==> src/bdec_pkg.sv <==
// ----------------------------------------------------------------------------
// bdec_pkg: shared types and helpers for the base64 stream decoder
// Character classification and the group entry passed from front to back.
// ----------------------------------------------------------------------------
`default_nettype none

package bdec_pkg;

    localparam logic [7:0] CHR_UPPER_A = 8'h41;
    localparam logic [7:0] CHR_UPPER_Z = 8'h5A;
    localparam logic [7:0] CHR_LOWER_A = 8'h61;
    localparam logic [7:0] CHR_LOWER_Z = 8'h7A;
    localparam logic [7:0] CHR_DIGIT_0 = 8'h30;
    localparam logic [7:0] CHR_DIGIT_9 = 8'h39;
    localparam logic [7:0] CHR_PLUS    = 8'h2B;
    localparam logic [7:0] CHR_SLASH   = 8'h2F;

    localparam logic [5:0] VAL_LOWER_BASE = 6'd26;
    localparam logic [5:0] VAL_DIGIT_BASE = 6'd52;
    localparam logic [5:0] VAL_PLUS       = 6'd62;
    localparam logic [5:0] VAL_SLASH      = 6'd63;

    // Decoded character: ok is low for '=' and anything outside the alphabet
    typedef struct packed {
        logic       ok;
        logic [5:0] val;
    } sextet_t;

    // One queue entry: up to three bytes, oldest in the top byte.
    // nbytes == 0 only for an end marker (last is then set).
    typedef struct packed {
        logic [23:0] bytes;
        logic [1:0]  nbytes;
        logic        last;
    } grp_t;

    // Head of the queue as seen by the back end
    typedef struct packed {
        logic valid;
        grp_t grp;
    } qhead_t;

    function automatic sextet_t decode_char(input logic [7:0] c);
        sextet_t r;
        logic [7:0] d;
        r = '0;
        d = '0;
        if (c >= CHR_UPPER_A && c <= CHR_UPPER_Z) begin
            d = c - CHR_UPPER_A;
            r = '{ok: 1'b1, val: d[5:0]};
        end else if (c >= CHR_LOWER_A && c <= CHR_LOWER_Z) begin
            d = c - CHR_LOWER_A;
            r = '{ok: 1'b1, val: d[5:0] + VAL_LOWER_BASE};
        end else if (c >= CHR_DIGIT_0 && c <= CHR_DIGIT_9) begin
            d = c - CHR_DIGIT_0;
            r = '{ok: 1'b1, val: d[5:0] + VAL_DIGIT_BASE};
        end else if (c == CHR_PLUS) begin
            r = '{ok: 1'b1, val: VAL_PLUS};
        end else if (c == CHR_SLASH) begin
            r = '{ok: 1'b1, val: VAL_SLASH};
        end
        return r;
    endfunction

endpackage

`default_nettype wire

==> src/base64_stream_decoder_unit.sv <==
// ----------------------------------------------------------------------------
// base64_stream_decoder_unit: streaming base64 decoder, top level
// Front end gathers sextets, a group queue decouples it from the byte output.
// ----------------------------------------------------------------------------
// Usage:
//   Input channel (s_*): one character per beat, s_end_of_string on the
//   final character of a string. Output channel (m_*): one decoded byte per
//   beat; m_has_data low marks an end-only beat, m_last_of_message flags the
//   final beat of each string.
//   Path: the group that a character completes is written into the group
//   queue; its bytes pass from the queue head into the output register.
//   Throughput: one character per cycle in, one byte per cycle out. A full
//   group of four characters makes three bytes, so the back end keeps up on
//   plain text; the QDEPTH-entry group queue absorbs bursts of end markers
//   and short strings, and s_ready drops only when the queue is full.
//   Receiver stall: the output register holds its beat while m_ready is low;
//   the queue fills, then s_ready goes low until space frees up.
//   Reset: aresetn (synchronous, active low) empties the queue, clears the
//   sextet buffer and the stop flag; the block is ready the next cycle.
// ----------------------------------------------------------------------------
`default_nettype none

module base64_stream_decoder_unit #(
    parameter int QDEPTH = 4
) (
    input  wire logic       aclk,
    input  wire logic       aresetn,
    input  wire logic       s_valid,
    output logic            s_ready,
    input  wire logic [7:0] s_char_code,
    input  wire logic       s_end_of_string,
    output logic            m_valid,
    input  wire logic       m_ready,
    output logic [7:0]      m_data_byte,
    output logic            m_has_data,
    output logic            m_last_of_message
);

    logic              q_full;
    logic              q_push;
    logic              q_pop;
    bdec_pkg::grp_t    q_grp;
    bdec_pkg::qhead_t  q_head;

    bdec_front u_front (
        .aclk            (aclk),
        .aresetn         (aresetn),
        .s_valid         (s_valid),
        .s_ready         (s_ready),
        .s_char_code     (s_char_code),
        .s_end_of_string (s_end_of_string),
        .q_full          (q_full),
        .q_push          (q_push),
        .q_grp           (q_grp)
    );

    bdec_fifo #(
        .QDEPTH (QDEPTH)
    ) u_fifo (
        .aclk     (aclk),
        .aresetn  (aresetn),
        .push     (q_push),
        .push_grp (q_grp),
        .full     (q_full),
        .pop      (q_pop),
        .head     (q_head)
    );

    bdec_back u_back (
        .aclk              (aclk),
        .aresetn           (aresetn),
        .head              (q_head),
        .pop               (q_pop),
        .m_valid           (m_valid),
        .m_ready           (m_ready),
        .m_data_byte       (m_data_byte),
        .m_has_data        (m_has_data),
        .m_last_of_message (m_last_of_message)
    );

endmodule

`default_nettype wire

==> src/bdec_front.sv <==
// ----------------------------------------------------------------------------
// bdec_front: character intake and sextet gathering
// Classifies each beat, packs sextets and pushes byte groups to the queue.
// ----------------------------------------------------------------------------
`default_nettype none

module bdec_front (
    input  wire logic           aclk,
    input  wire logic           aresetn,
    input  wire logic           s_valid,
    output logic                s_ready,
    input  wire logic [7:0]     s_char_code,
    input  wire logic           s_end_of_string,
    input  wire logic           q_full,
    output logic                q_push,
    output bdec_pkg::grp_t      q_grp
);

    logic [17:0] buf_reg, buf_next;
    logic [1:0]  cnt_reg, cnt_next;
    logic        stopped_reg, stopped_next;

    bdec_pkg::sextet_t sx;
    logic        accept;
    logic        stop_now;
    logic        full_grp;
    logic        take;
    logic        flush;
    logic [17:0] buf_m;
    logic [1:0]  cnt_m;
    logic [23:0] word;

    assign s_ready = !q_full;
    assign accept  = s_valid && s_ready;
    assign sx      = bdec_pkg::decode_char(s_char_code);
    assign word    = {buf_reg, sx.val};

    always_comb begin
        stop_now = !stopped_reg && !sx.ok;
        take     = !stopped_reg && sx.ok;
        full_grp = take && (cnt_reg == 2'd3);
        // flush on a stop, or at end of string while still decoding
        flush    = stop_now || (s_end_of_string && take);

        if (full_grp) begin
            buf_m = '0;
            cnt_m = '0;
        end else if (take) begin
            buf_m = {buf_reg[11:0], sx.val};
            cnt_m = cnt_reg + 2'd1;
        end else begin
            buf_m = buf_reg;
            cnt_m = cnt_reg;
        end

        q_grp = '0;
        if (full_grp) begin
            q_grp.bytes  = word;
            q_grp.nbytes = 2'd3;
        end else if (flush) begin
            unique case (cnt_m)
                2'd2: begin
                    q_grp.bytes  = {buf_m[11:4], 16'h0000};
                    q_grp.nbytes = 2'd1;
                end
                2'd3: begin
                    q_grp.bytes  = {buf_m[17:10], buf_m[9:2], 8'h00};
                    q_grp.nbytes = 2'd2;
                end
                default: begin
                    q_grp.bytes  = '0;
                    q_grp.nbytes = 2'd0;
                end
            endcase
        end
        q_grp.last = s_end_of_string;
        q_push     = accept && ((q_grp.nbytes != 2'd0) || s_end_of_string);

        if (s_end_of_string) begin
            buf_next     = '0;
            cnt_next     = '0;
            stopped_next = 1'b0;
        end else begin
            buf_next     = flush ? 18'd0 : buf_m;
            cnt_next     = flush ? 2'd0 : cnt_m;
            stopped_next = stopped_reg || stop_now;
        end
    end

    always_ff @(posedge aclk) begin
        if (!aresetn) begin
            buf_reg     <= '0;
            cnt_reg     <= '0;
            stopped_reg <= 1'b0;
        end else if (accept) begin
            buf_reg     <= buf_next;
            cnt_reg     <= cnt_next;
            stopped_reg <= stopped_next;
        end
    end

endmodule

`default_nettype wire

==> src/bdec_fifo.sv <==
// ----------------------------------------------------------------------------
// bdec_fifo: group queue between front and back
// Small register queue of byte groups; head is visible without a pop.
// ----------------------------------------------------------------------------
`default_nettype none

module bdec_fifo #(
    parameter int QDEPTH = 4
) (
    input  wire logic           aclk,
    input  wire logic           aresetn,
    input  wire logic           push,
    input  wire bdec_pkg::grp_t push_grp,
    output logic                full,
    input  wire logic           pop,
    output bdec_pkg::qhead_t    head
);

    localparam int PW = (QDEPTH > 1) ? $clog2(QDEPTH) : 1;
    localparam int CW = $clog2(QDEPTH + 1);
    localparam logic [PW-1:0] LAST_PTR = PW'(QDEPTH - 1);
    localparam logic [CW-1:0] DEPTH_C  = CW'(QDEPTH);

    bdec_pkg::grp_t mem_reg [QDEPTH];
    logic [PW-1:0]  wr_ptr_reg, wr_ptr_next;
    logic [PW-1:0]  rd_ptr_reg, rd_ptr_next;
    logic [CW-1:0]  count_reg, count_next;
    logic           do_push, do_pop;

    assign full       = (count_reg == DEPTH_C);
    assign head       = '{valid: (count_reg != '0), grp: mem_reg[rd_ptr_reg]};
    assign do_push    = push && !full;
    assign do_pop     = pop && head.valid;

    always_comb begin
        wr_ptr_next = wr_ptr_reg;
        rd_ptr_next = rd_ptr_reg;
        if (do_push) begin
            wr_ptr_next = (wr_ptr_reg == LAST_PTR) ? '0 : wr_ptr_reg + PW'(1);
        end
        if (do_pop) begin
            rd_ptr_next = (rd_ptr_reg == LAST_PTR) ? '0 : rd_ptr_reg + PW'(1);
        end
        count_next = count_reg + CW'(do_push) - CW'(do_pop);
    end

    always_ff @(posedge aclk) begin
        if (!aresetn) begin
            wr_ptr_reg <= '0;
            rd_ptr_reg <= '0;
            count_reg  <= '0;
        end else begin
            wr_ptr_reg <= wr_ptr_next;
            rd_ptr_reg <= rd_ptr_next;
            count_reg  <= count_next;
        end
    end

    always_ff @(posedge aclk) begin
        if (do_push) begin
            mem_reg[wr_ptr_reg] <= push_grp;
        end
    end

endmodule

`default_nettype wire

==> src/bdec_back.sv <==
// ----------------------------------------------------------------------------
// bdec_back: byte serializer and output register
// Walks the head group one byte per beat and drives the result channel.
// ----------------------------------------------------------------------------
`default_nettype none

module bdec_back (
    input  wire logic             aclk,
    input  wire logic             aresetn,
    input  wire bdec_pkg::qhead_t head,
    output logic                  pop,
    output logic                  m_valid,
    input  wire logic             m_ready,
    output logic [7:0]            m_data_byte,
    output logic                  m_has_data,
    output logic                  m_last_of_message
);

    logic [1:0] idx_reg, idx_next;
    logic       valid_reg, valid_next;
    logic [7:0] data_reg, data_next;
    logic       has_reg, has_next;
    logic       last_reg, last_next;

    logic       load;
    logic [1:0] last_idx;
    logic       at_end;

    assign load     = !valid_reg || m_ready;
    assign last_idx = (head.grp.nbytes == 2'd0) ? 2'd0 : head.grp.nbytes - 2'd1;
    assign at_end   = (idx_reg == last_idx);
    assign pop      = load && head.valid && at_end;

    always_comb begin
        idx_next   = idx_reg;
        valid_next = valid_reg;
        data_next  = data_reg;
        has_next   = has_reg;
        last_next  = last_reg;
        if (load) begin
            valid_next = head.valid;
            if (head.valid) begin
                unique case (idx_reg)
                    2'd0:    data_next = head.grp.bytes[23:16];
                    2'd1:    data_next = head.grp.bytes[15:8];
                    default: data_next = head.grp.bytes[7:0];
                endcase
                has_next  = (head.grp.nbytes != 2'd0);
                last_next = head.grp.last && at_end;
                idx_next  = at_end ? 2'd0 : idx_reg + 2'd1;
            end
        end
    end

    always_ff @(posedge aclk) begin
        if (!aresetn) begin
            idx_reg   <= '0;
            valid_reg <= 1'b0;
        end else begin
            idx_reg   <= idx_next;
            valid_reg <= valid_next;
        end
    end

    always_ff @(posedge aclk) begin
        data_reg <= data_next;
        has_reg  <= has_next;
        last_reg <= last_next;
    end

    assign m_valid           = valid_reg;
    assign m_data_byte       = data_reg;
    assign m_has_data        = has_reg;
    assign m_last_of_message = last_reg;

endmodule

`default_nettype wire

==> config.mk <==
export PLATFORM = sky130hd
export DESIGN_NAME = base64_stream_decoder_unit
export DESIGN_NICKNAME = d
export VERILOG_FILES = /design/src/bdec_pkg.sv /design/src/base64_stream_decoder_unit.sv /design/src/bdec_front.sv /design/src/bdec_fifo.sv /design/src/bdec_back.sv
export SDC_FILE = /design/constraint.sdc
export NUM_CORES = 1
export LEC_CHECK = 0
export BUFFER_PORTS_ARGS = -buffer_cell sky130_fd_sc_hd__buf_4
export CORE_MARGIN = 2
export CORE_UTILIZATION = 50
export CTS_BUF_LIST = sky130_fd_sc_hd__clkbuf_4 sky130_fd_sc_hd__clkbuf_8
export DETAILED_ROUTE_END_ITERATION = 16
export GPL_TIMING_DRIVEN = 0
export MAX_ROUTING_LAYER = met4
export PLACE_DENSITY = 0.69
export SLEW_MARGIN = 20
export SYNTH_ARGS = -nofsm -noshare
export SYNTH_HDL_FRONTEND = slang
export SYNTH_HIERARCHICAL = 1
export SYNTH_SLANG_ARGS = --single-unit
==> constraint.sdc <==
create_clock -name aclk -period 4.3 [get_ports aclk]
set_clock_uncertainty 0.2 [all_clocks]
set_input_delay 0.86 -clock aclk [delete_from_list [all_inputs] [get_ports aclk]]
set_output_delay 0.86 -clock aclk [all_outputs]
set_load 0.005 [all_outputs]
; Yosys cells after proc, flatten, opt, wreduce, memory -nomap -nowiden
; Memories as Yosys holds them, arrays and structs flattened. A register that Yosys moved wholly into a read port is not among the register bits.
; Cells that the tools add are included.
[totals]
ff_bits = 41
mem_bits_rw = 108
out_inout_bits = 12
word_cells = 97
mem_count = 1
[classes]
addsub = 12
order_cmp = 6
eq_ne = 10
n_mux = 26
n_reduce_logical = 30
[mem_list]
columns = name, depth, width, rd, rd_ports_with_merged_regs, wr, line
row1 = u_fifo.mem_reg, 4, 27, 1, 1, 1, bdec_fifo.sv:24  ; bdec_pkg::grp_t mem_reg [QDEPTH];
[op_table]
columns = operator, count
row1 = $mux 18, 4
row2 = $mux 26, 2
row3 = $pmux 26 s2, 1
row4 = $mux 7, 5
row5 = $mux 2, 10
row6 = $eq 8x6->1 const B, 2
row7 = $ge 8x7->1 const B, 2
row8 = $le 8x7->1 const B, 2
row9 = $pmux 8 s2, 1
row10 = $logic_and 1x1->1, 14
row11 = $sub 6x6->6 const B, 2
row12 = $eq 2x2->1 const B, 5
row13 = $add 2x1->2 const B, 4
row14 = $ge 8x6->1 const B, 1
row15 = $le 8x6->1 const B, 1
row16 = $add 6x5->6 const B, 1
row17 = $add 6x6->6 const B, 1
row18 = $sub 6x1->6 const B, 1
row19 = $logic_not 1->1, 4
row20 = $logic_not 2->1, 2
row21 = $logic_or 1x1->1, 4
row22 = $reduce_and 2->1, 2
row23 = $reduce_bool 2->1, 2
row24 = $reduce_bool 4->1, 1
row25 = other kinds (8), 10

; Depth between registers and ports, before layout
; Gate-level depths: netlist of the first run.
[depth]
word_depth = 19
ltp_mapped = 22
depth_no_buf = 19

; Modules after synthesis
; Netlist of the first run, hierarchy kept.
[modules_own_cells]
columns = mod, n_inst, cells_each, area_per_inst_um2, seq_area_each_um2
row1 = bdec_fifo, 1, 193, 4426.7, 3423.3
row2 = bdec_front, 1, 250, 1946.9, 420.4
row3 = bdec_back, 1, 65, 658.1, 360.3

; Worst setup path before layout of the first run
; No wires, ideal clock.
[synth_path]
path_kind = input -> register
startpoint = in s_char_code[2]
endpoint = reg u_fifo.count_reg[2]
setup_ns = 0.115
arrival_ns = 4.309
slack_ns = -0.324
cell_stages = 22
path_cell_list = clkbuf_1 inv_1 ha_1 a21boi_0 o22ai_1 o21ai_2 and2_1 buf_2 nand2_1 a21oi_2 o31a_1 nor2b_1 buf_2 inv_1 ha_1 inv_1 ha_1 inv_1 fa_1 xnor2_1 xnor2_1 and2_1
[synth_between]
elab_chain_len = 19
elab_cells_between_ends = 35
classes_between = 2 x add/sub / 6 x order compare / 4 x eq/ne / 10 x mux / 13 x reduce/logical
[synth_lines]
columns = element, line
row1 = from (decl), base64_stream_decoder_unit.sv:30  ; input wire logic [7:0] s_char_code,
row2 = "parallel branches: the longest is 5 deep, another holds $ge 8x6->1", --
row3 = $mux 7 (*), bdec_pkg.sv:48  ; if (c >= CHR_UPPER_A && c <= CHR_UPPER_Z) begin
row4 = $logic_and 1x1->1, bdec_front.sv:40  ; take = !stopped_reg && sx.ok;
row5 = $mux 2 or $logic_and 1x1->1 (tied branches), "bdec_front.sv:48, bdec_front.sv:41"
row6 = $mux 2, bdec_front.sv:45  ; if (full_grp) begin
row7 = $eq 2x2->1, bdec_front.sv:61  ; unique case (cnt_m)
row8 = $pmux 26 s2, bdec_front.sv:61
row9 = $mux 26, bdec_front.sv:60  ; end else if (flush) begin
row10 = $mux 26 (*), bdec_front.sv:57  ; if (full_grp) begin
row11 = $reduce_bool 2->1 (*), bdec_front.sv:77  ; q_push = accept && ((q_grp.nbytes != 2'd0) || s_end_of_string);
row12 = $logic_or 1x1->1 (*), bdec_front.sv:77
row13 = $logic_and 1x1->1 (*), bdec_front.sv:77
row14 = via q_push, base64_stream_decoder_unit.sv:40  ; logic q_push;
row15 = $logic_and 1x1->1 (*), bdec_fifo.sv:32  ; assign do_push = push && !full;
row16 = $add 3x1->3 (*), bdec_fifo.sv:44  ; count_next = count_reg + CW'(do_push) - CW'(do_pop);
row17 = $sub 3x1->3 (*), bdec_fifo.sv:44
row18 = to (signal assigned), bdec_fifo.sv:55  ; count_reg <= count_next;
row19 = to (decl), bdec_fifo.sv:27  ; logic [CW-1:0] count_reg, count_next;
; Mark *: on every way through the listed nets, which the timed path passes.
; A chain may end at the register's enable or synchronous reset.

; Worst setup path in the final report of the first run
[layout_path]
startpoint = in s_char_code[3]
endpoint = reg u_fifo.count_reg[2]
; Same word-level chain as after synthesis.

==> PnR_summary.wiki, run 1 <==
{| class="wikitable"
! Metric !! Value
|-
| Mean instance size in the synthesized netlist || roughly 14 sq um
|-
| Count of non-filler cells in the finished layout || 751
|-
| WHS || 317 ps
|-
| Count of flip-flops with a built-in enable after synthesis || 118
|-
| I/O pin cnt || 25
|-
| Final antenna diode count || 0
|-
| Actual transition at the worst max-transition pin || 872 ps
|-
| Data required time at the worst endpoint || 4440 ps
|-
| FP Rows || 43
|-
| Max incr delay on CP || 360 ps
|-
| Register area share after synthesis || between 50% and 60%
|-
| Die width || about 120 um
|-
| Number of I/O port buffers || 22
|-
| Post-synth top area share || 50.4%
|-
| Leakage Power || roughly 0.0028 uW
|-
| Endpoints failing hold || 0
|-
| Average wire per standard cell || roughly 21 um
|-
| Tightest Hold Check Type || register to register
|-
| Area growth, synth to finish || 14.9%
|-
| Switching power share of the total || 27.4%
|-
| Worst rel slew slack || between 40% and 50%
|-
| Sum of overflow across all layers after global routing || 0
|-
| Fraction of final layout cells with drive strength greater than 1 || 23.1%
|-
| Die height || around 120 um
|-
| Max Root-Sink Buffers || 2
|-
| Count of distinct cell types in the synthesized netlist || 69
|-
| Number of search-and-repair iterations in the first detailed-routing pass || 5
|-
| Cell taking the most area after synthesis || sky130_fd_sc_hd__edfxtp_1
|-
| Residual DRC || 0
|-
| Type of destination of the critical path || register
|-
| Internal power || roughly 2600 uW
|-
| Most area-consuming cells after synthesis || sky130_fd_sc_hd__edfxtp_1 (50%), sky130_fd_sc_hd__dfxtp_1 (9.4%), sky130_fd_sc_hd__mux4_2 (6.4%)
|-
| CP max-delay cell || sky130_fd_sc_hd__fa_2
|-
| Post-Synthesis Cell Area || 0.00703 sq mm
|-
| Number of synthesis warnings || 6
|-
| Post-route fraction of the period consumed by the critical path || 96.0%
|-
| Area of the multi-input gates || approximately 0.0027 sq mm
|-
| Most instantiated library cell after synthesis || sky130_fd_sc_hd__edfxtp_1
|-
| Overall power consumption || 3630 uW
|-
| Total number of vias || 4407
|-
| Final number of setup-violating endpoints || 0
|-
| Arrival time of data at the critical path endpoint || 4270 ps
|-
| Maximum number of pins on one net before global-route repair || 27
|-
| Reported net switching power || 995 uW
|-
| Overall Global Routing Usage || 23.0%
|-
| Final HPWL from detailed placement || 10700 um
|-
| Total placed cells including tap cells || 714
|-
| Number of flip-flops under the largest register name || between 100 and 150
|-
| Critical Path Most Common Cell || sky130_fd_sc_hd__inv_1
|-
| Vias per cell || 5.87
|-
| Startpoint types || input pin
|-
| Syn_nets || 540
|-
| Number of pins with negative max-slew slack in the final report || 0
|-
| Number of storage elements in the synthesis netlist || between 150 and 200
|-
| # Max-Cap Violations || 0
|-
| Clk network pwr share || 30.4%
|-
| Gate count after technology mapping || 508
|-
| Library cell used as clock root buffer || sky130_fd_sc_hd__clkbuf_8
|-
| CTS sink count || 151
|-
| NumNets Final || 590
|-
| Placer's final routability congestion estimate || slightly above 0.9
|-
| Least setup slack across all paths after layout || 170 ps
|-
| Seq pwr share || 48.8%
|-
| Wirelength, routed || 15500 um
|-
| Filler cell count in the final layout || 1040
|-
| Insertion delay of the later-clocked pin in the worst-skew pair || roughly 440 ps
|-
| Primary flip-flop cell chosen by synthesis mapping || sky130_fd_sc_hd__edfxtp_1
|-
| Total number of H-tree levels || 4
|-
| CP max FO || 8
|-
| List of cells traversed by the critical path || buf_4 -> clkbuf_8 -> inv_1 -> ha_2 -> a311oi_4 -> o21ai_4 -> and2_1 -> buf_6 -> nand2_2 -> a21oi_4 -> o31a_1 -> nor2b_1 -> buf_2 -> inv_1 -> ha_1 -> inv_1 -> ha_1 -> inv_1 -> fa_2 -> xnor2_2 -> xnor2_1 -> and2_1
|-
| Time the final worst path needs with I/O delays and setup || 4130 ps
|-
| Core area || 0.0138 sq mm
|-
| Maximum achievable frequency || 242 MHz
|-
| Run status || complete, no violations
|-
| Setup slack at placement || -553 ps
|-
| Number of buffers created by CTS || 17
|-
| Initial Util || 50.9%
|-
| Fraction of synthesis flops using an asynchronous set or reset pin || 0%
|-
| Crit Path Category || input pin to register
|-
| Area enclosed by the die boundary || ~0.015 sq mm
|-
| Number of global-route vias before repair || roughly 4300
|-
| TritonCTS clock tree || done
|-
| Max IR drop VDD || 0.193 mV
|-
| DR iter-0 viols || 385
|-
| ANT nets after route || 0
|-
| Area used by sequential logic in the layout || around 0.0042 sq mm
|-
| Clock transition time at the flip-flop clock pins of the worst setup and hold paths || ~80 ps
|-
| Wire length of the first global-routing pass || 24600 um
|-
| Power density over cell area || 450 mW/mm^2
|-
| Comb pwr share || between 20% and 30%
|-
| Antenna violations before repair || 0
|-
| Leading cell types by count after synthesis || sky130_fd_sc_hd__edfxtp_1 (118), sky130_fd_sc_hd__nand2_1 (40), sky130_fd_sc_hd__dfxtp_1 (33)
|}
-- power groups by stage --
stage,Combinational [uW],Sequential (uW),Clock [uW]
final,755,1780,1100
after global routing,833,1790,1190
after CTS,755,1780,1130
after floorplan,479,1800,0
after global placement,716,1800,0
after detailed placement,750,1810,0
-- cell usage in the layout, fill, tap and decap left out, types with 14 or more instances in the layout --
master / synthesis / routed
sky130_fd_sc_hd__a22oi_1: 26 / 26
sky130_fd_sc_hd__buf_4: 3 / 30
sky130_fd_sc_hd__clkbuf_8: 0 / 19
sky130_fd_sc_hd__dfxtp_1: 33 / 33
sky130_fd_sc_hd__edfxtp_1: 118 / 118
sky130_fd_sc_hd__ha_1: 18 / 14
sky130_fd_sc_hd__inv_1: 25 / 23
sky130_fd_sc_hd__mux4_2: 20 / 20
sky130_fd_sc_hd__nand2_1: 40 / 38
sky130_fd_sc_hd__nand3_1: 14 / 14
sky130_fd_sc_hd__nor2_1: 16 / 16
sky130_fd_sc_hd__nor2b_1: 23 / 23
-- through the flow --
step	util (%)	area [sq um]	setup TNS, ps
final	58.4	8080	0
after global routing	58.4	8080	-1.20
after CTS	58.0	8020	0
after detailed placement	54.9	7590	-1460
after global placement	54.2	7490	-74500
after floorplan	-	7100	0
-- layer usage --
metal	vias up	GRT usage, %	part of all wire [%]
li1	2074	-	-
met1	2194	31.4	45
met2	116	35.1	48
met3	23	4.83	4.5
met4	0	6.68	1.5
met5	-	-	0
-- worst max-delay path, delay by kind of cell --
| family | cells | cell delay (ps) |
|---|---|---|
| XOR/XNOR | 2 | 270 |
| adder cells (fa/ha/maj) | 4 | 930 |
| AND/OR/NAND/NOR | 4 | 530 |
| buffers and inverters | 8 | 830 |
| AO/OA/AOI/OAI | 4 | 840 |
-- final timing paths --
check	startpoint	to	slack (ps)	cells after the start
max	s_char_code[3]	u_fifo/count_reg[2]$_SDFF_PN0_	170	22
min	u_fifo/wr_ptr_reg[1]$_SDFFE_PN0P_	u_fifo/wr_ptr_reg[1]$_SDFFE_PN0P_	320	2
max reg2reg	u_front/cnt_reg[1]$_SDFFE_PN0P_	u_fifo/count_reg[2]$_SDFF_PN0_	490	17
min reg2reg	u_fifo/wr_ptr_reg[1]$_SDFFE_PN0P_	u_fifo/wr_ptr_reg[1]$_SDFFE_PN0P_	320	2
-- final cells by class --
| class | instances | area share [%] |
|---|---|---|
| flip-flops and latches | 151 | 52.0 |
| multi-input cells | 306 | 32.9 |
| repair buffers | 31 | 3.68 |
| clock buffers | 17 | 2.90 |
| well taps | 180 | 2.79 |
| plain buffers | 26 | 2.42 |
| clock inverters | 15 | 2.15 |
| inverters | 25 | 1.16 |
-- what timing repair did --
action | 4_1_cts | 5_1_grt
buffers inserted | 3 | 2
hold buffers | 0 | 0
endpoints found under the setup margin | 1 | 1
pin swaps | 3 | 1
resized for setup | 0 | 9
-- cells by family after synthesis --
group / share of synthesized area, %
and+or+nand+nor: 11.2
muxes: 9.45
DFF: 59.8
AOI/OAI and AO/OA: 11.8
buffers and inverters: 3.74
adders and majority gates: 3.49
xor gates and xnor gates: 0.498
Note: power is estimated with default switching activity, not from simulation.
==> run 2: changes to the inputs <==
Settings changed: ABC_AREA set to 1.
==> PnR_summary.wiki, run 2 <==
{| class="wikitable"
! Metric !! Value
|-
| Max IR drop VDD || 0.191 mV
|-
| Library cell used as clock root buffer || sky130_fd_sc_hd__clkbuf_8
|-
| Run status || complete, no violations
|-
| Total number of H-tree levels || 4
|-
| Aggregate negative setup slack || 0 ps
|-
| ANT nets after route || 0
|-
| CTS sink count || about 150
|-
| Internal power || between 2000 and 3000 uW
|-
| Average wire per standard cell || 17.8 um
|-
| Insertion delay of the later-clocked pin in the worst-skew pair || 450 ps
|-
| Leakage Power || 0.00342 uW
|-
| Number of synthesis warnings || 6
|-
| Reported net switching power || 1410 uW
|-
| Wire length of the first global-routing pass || about 29000 um
|-
| Number of search-and-repair iterations in the first detailed-routing pass || 5
|-
| Data required time at the worst endpoint || 4450 ps
|-
| Number of global-route vias before repair || 5612
|-
| Most area-consuming cells after synthesis || sky130_fd_sc_hd__edfxtp_1 (48%), sky130_fd_sc_hd__nand2_1 (11%), sky130_fd_sc_hd__dfxtp_1 (8.9%)
|-
| Syn_nets || 818
|-
| Total number of vias || a little under 6000
|-
| RSZ-0062 raised after global routing || no
|-
| Vias per cell || 5.64
|-
| Type of destination of the critical path || register
|-
| Number of buffers created by CTS || 17
|-
| NumNets Final || 868
|-
| Residual DRC || 0
|-
| Clock transition time at the flip-flop clock pins of the worst setup and hold paths || about 80 ps
|-
| Arrival time of data at the critical path endpoint || 4220 ps
|-
| Antenna violations before repair || 0
|-
| Post-synth top area share || 47.9%
|-
| Mean instance size in the synthesized netlist || 9.40 sq um
|-
| Endpoints failing hold || 0
|-
| Seq pwr share || between 40% and 50%
|-
| Maximum number of pins on one net before global-route repair || 21
|-
| Gate count after technology mapping || roughly 800
|-
| Filler cell count in the final layout || 1269
|-
| Max Root-Sink Buffers || 2
|-
| TritonCTS clock tree || done
|-
| Switching power share of the total || 33.0%
|-
| Die width || 126 um
|-
| Fraction of final layout cells with drive strength greater than 1 || about 16%
|-
| DR iter-0 viols || 541
|-
| Number of pins with negative max-slew slack in the final report || 0
|-
| Most common cell after layout, fill and taps aside || sky130_fd_sc_hd__nand2_1
|-
| Final antenna diode count || 0
|-
| Number of flip-flops under the largest register name || approximately 110
|-
| Startpoint types || input pin
|-
| Overall power consumption || 4270 uW
|-
| Post-route fraction of the period consumed by the critical path || 94.6%
|-
| Number of storage elements in the synthesis netlist || roughly 150
|-
| Overall Global Routing Usage || 24.8%
|-
| Post-Synthesis Cell Area || 0.00739 sq mm
|-
| Clk network pwr share || 26.7%
|-
| Die height || 126 um
|-
| Placer's final routability congestion estimate || about 0.97
|-
| I/O pin cnt || 25
|-
| Final number of setup-violating endpoints || 0
|-
| Most instantiated library cell after synthesis || sky130_fd_sc_hd__nand2_1
|-
| Crit Path Category || input pin to register
|-
| Leading cell types by count after synthesis || sky130_fd_sc_hd__nand2_1 (207), sky130_fd_sc_hd__edfxtp_1 (118), sky130_fd_sc_hd__nor2_1 (89)
|-
| Initial Util || roughly half
|-
| Primary flip-flop cell chosen by synthesis mapping || sky130_fd_sc_hd__edfxtp_1
|-
| # Max-Cap Violations || 0
|-
| FP Rows || 44
|-
| Fraction of synthesis flops using an asynchronous set or reset pin || 0%
|-
| Area growth, synth to finish || 14.1%
|-
| CP max FO || 10
|-
| Count of distinct cell types in the synthesized netlist || 39
|-
| Count of flip-flops with a built-in enable after synthesis || 118
|-
| Actual transition at the worst max-transition pin || 635 ps
|-
| Highest-count cells in the layout ignoring fill and taps || sky130_fd_sc_hd__nand2_1 (206), sky130_fd_sc_hd__edfxtp_1 (118), sky130_fd_sc_hd__nor2_1 (85), sky130_fd_sc_hd__nand3_1 (44), sky130_fd_sc_hd__inv_1 (42)
|-
| Area enclosed by the die boundary || 0.0158 sq mm
|-
| Comb pwr share || 30.5%
|-
| Worst rel slew slack || 57.6%
|-
| Number of I/O port buffers || 23
|-
| Final HPWL from detailed placement || 12700 um
|-
| Power density over cell area || around 510 mW/mm^2
|-
| Tightest Hold Check Type || register to register
|-
| Sum of overflow across all layers after global routing || 0
|-
| Register area share after synthesis || 56.9%
|-
| Maximum achievable frequency || 246 MHz
|-
| Cell taking the most area after synthesis || sky130_fd_sc_hd__edfxtp_1
|-
| Core area || 0.0145 sq mm
|-
| Wirelength, routed || 18400 um
|-
| Time the final worst path needs with I/O delays and setup || 4070 ps
|}
## run 2: cell count changes in the layout (fill, tap and decap cells not counted), sizes merged, moves of 13 or more
cell	previous run	this run
a21oi	14	28
nand3	14	45
nand2	40	219
nor2b	23	0
mux4	27	0
inv	29	50
and2	13	0
buf	47	62
nor2	17	95
o21ai	12	66
o22ai	4	27
nand4	3	18
a22oi	26	8
## run 2: final cells by class
class	count	area, sq um	share of cell area (%)
buffer	39	290	3.44
tap	184	230	2.73
clock buffer	17	234	2.77
inverter	53	214	2.54
clock inverter	15	185	2.20
sequential	151	4200	49.9
timing repair buffer	31	313	3.71
multi-input combinational	543	2760	32.8
## run 2: power by group through the flow
stage	clock, uW	sequential [uW]	combinational, uW
after floorplan	0	1860	835
after global placement	0	1860	1220
after detailed placement	0	1860	1280
after CTS	1160	1830	1290
after global routing	1230	1850	1450
final	1140	1830	1300
## run 2: repair_timing
item / CTS / global route
setup endpoints to repair: 2 / 3
pin swaps: 0 / 3
hold buffers: 0 / 0
buffers inserted: 0 / 4
resized for setup: 1 / 9
cloned: 0 / 0
## run 2: stage by stage
step                      cells  cell area, sq um  setup slack, ps  utilization [%]  hold WS, ps
final                      1033              8430              231             58.2          287
after global routing       1033              8430             8.81             58.2          309
after CTS                  1029              8360             11.3             57.7          283
after detailed placement    997              7930             -612             54.8          271
after global placement      993              7790            -1840             53.8          271
after floorplan             786              7390             -272                -          258
## run 2: logic make-up after synthesis
family | after synthesis | share of synthesized area [%]
and+or+nand+nor | 384 | 22.1
adders and majority gates | 19 | 3.32
AOI/OAI and AO/OA | 134 | 10.3
buffers and inverters | 92 | 6.70
DFF | 151 | 56.9
xor gates and xnor gates | 6 | 0.711
## run 2: worst paths after layout
path	start	end	slack [ps]	cells after the start
worst min-delay path	u_front/buf_reg[13]$_SDFFE_PN0P_	u_front/buf_reg[13]$_SDFFE_PN0P_	290	2
worst max register to register	register	u_fifo/count_reg[2]$_SDFF_PN0_	960	19
worst max-delay path	s_char_code[2]	u_fifo/count_reg[2]$_SDFF_PN0_	230	26
worst min register to register	u_front/buf_reg[13]$_SDFFE_PN0P_	u_front/buf_reg[13]$_SDFFE_PN0P_	290	2
## run 2: worst max-delay path, cell delays in order
cell and delay, ps:
sky130_fd_sc_hd__buf_4 90, sky130_fd_sc_hd__clkbuf_4 180, sky130_fd_sc_hd__inv_1 120, sky130_fd_sc_hd__ha_1 240, sky130_fd_sc_hd__nand2_1 80, sky130_fd_sc_hd__inv_1 50, sky130_fd_sc_hd__nand2_1 80, sky130_fd_sc_hd__nand2_1 60
sky130_fd_sc_hd__nand3_1 130, sky130_fd_sc_hd__nand2_2 140, sky130_fd_sc_hd__nand2_4 140, sky130_fd_sc_hd__nand2_4 80, sky130_fd_sc_hd__nand2_1 90, sky130_fd_sc_hd__nand2_2 80, sky130_fd_sc_hd__inv_4 100, sky130_fd_sc_hd__buf_6 150
sky130_fd_sc_hd__nand2_2 110, sky130_fd_sc_hd__a31oi_4 280, sky130_fd_sc_hd__nand2_4 70, sky130_fd_sc_hd__ha_1 290, sky130_fd_sc_hd__inv_1 60, sky130_fd_sc_hd__ha_1 130, sky130_fd_sc_hd__inv_1 50, sky130_fd_sc_hd__fa_1 370
sky130_fd_sc_hd__nor2_1 120, sky130_fd_sc_hd__nor2_1 50
## run 2: layer usage
metal  GRT usage (%)  part of all wire (%)
met1            33.2                    44
met2            39.0                    48
met3            4.02                   7.1
met4            7.84                   1.3
met5               -                     0
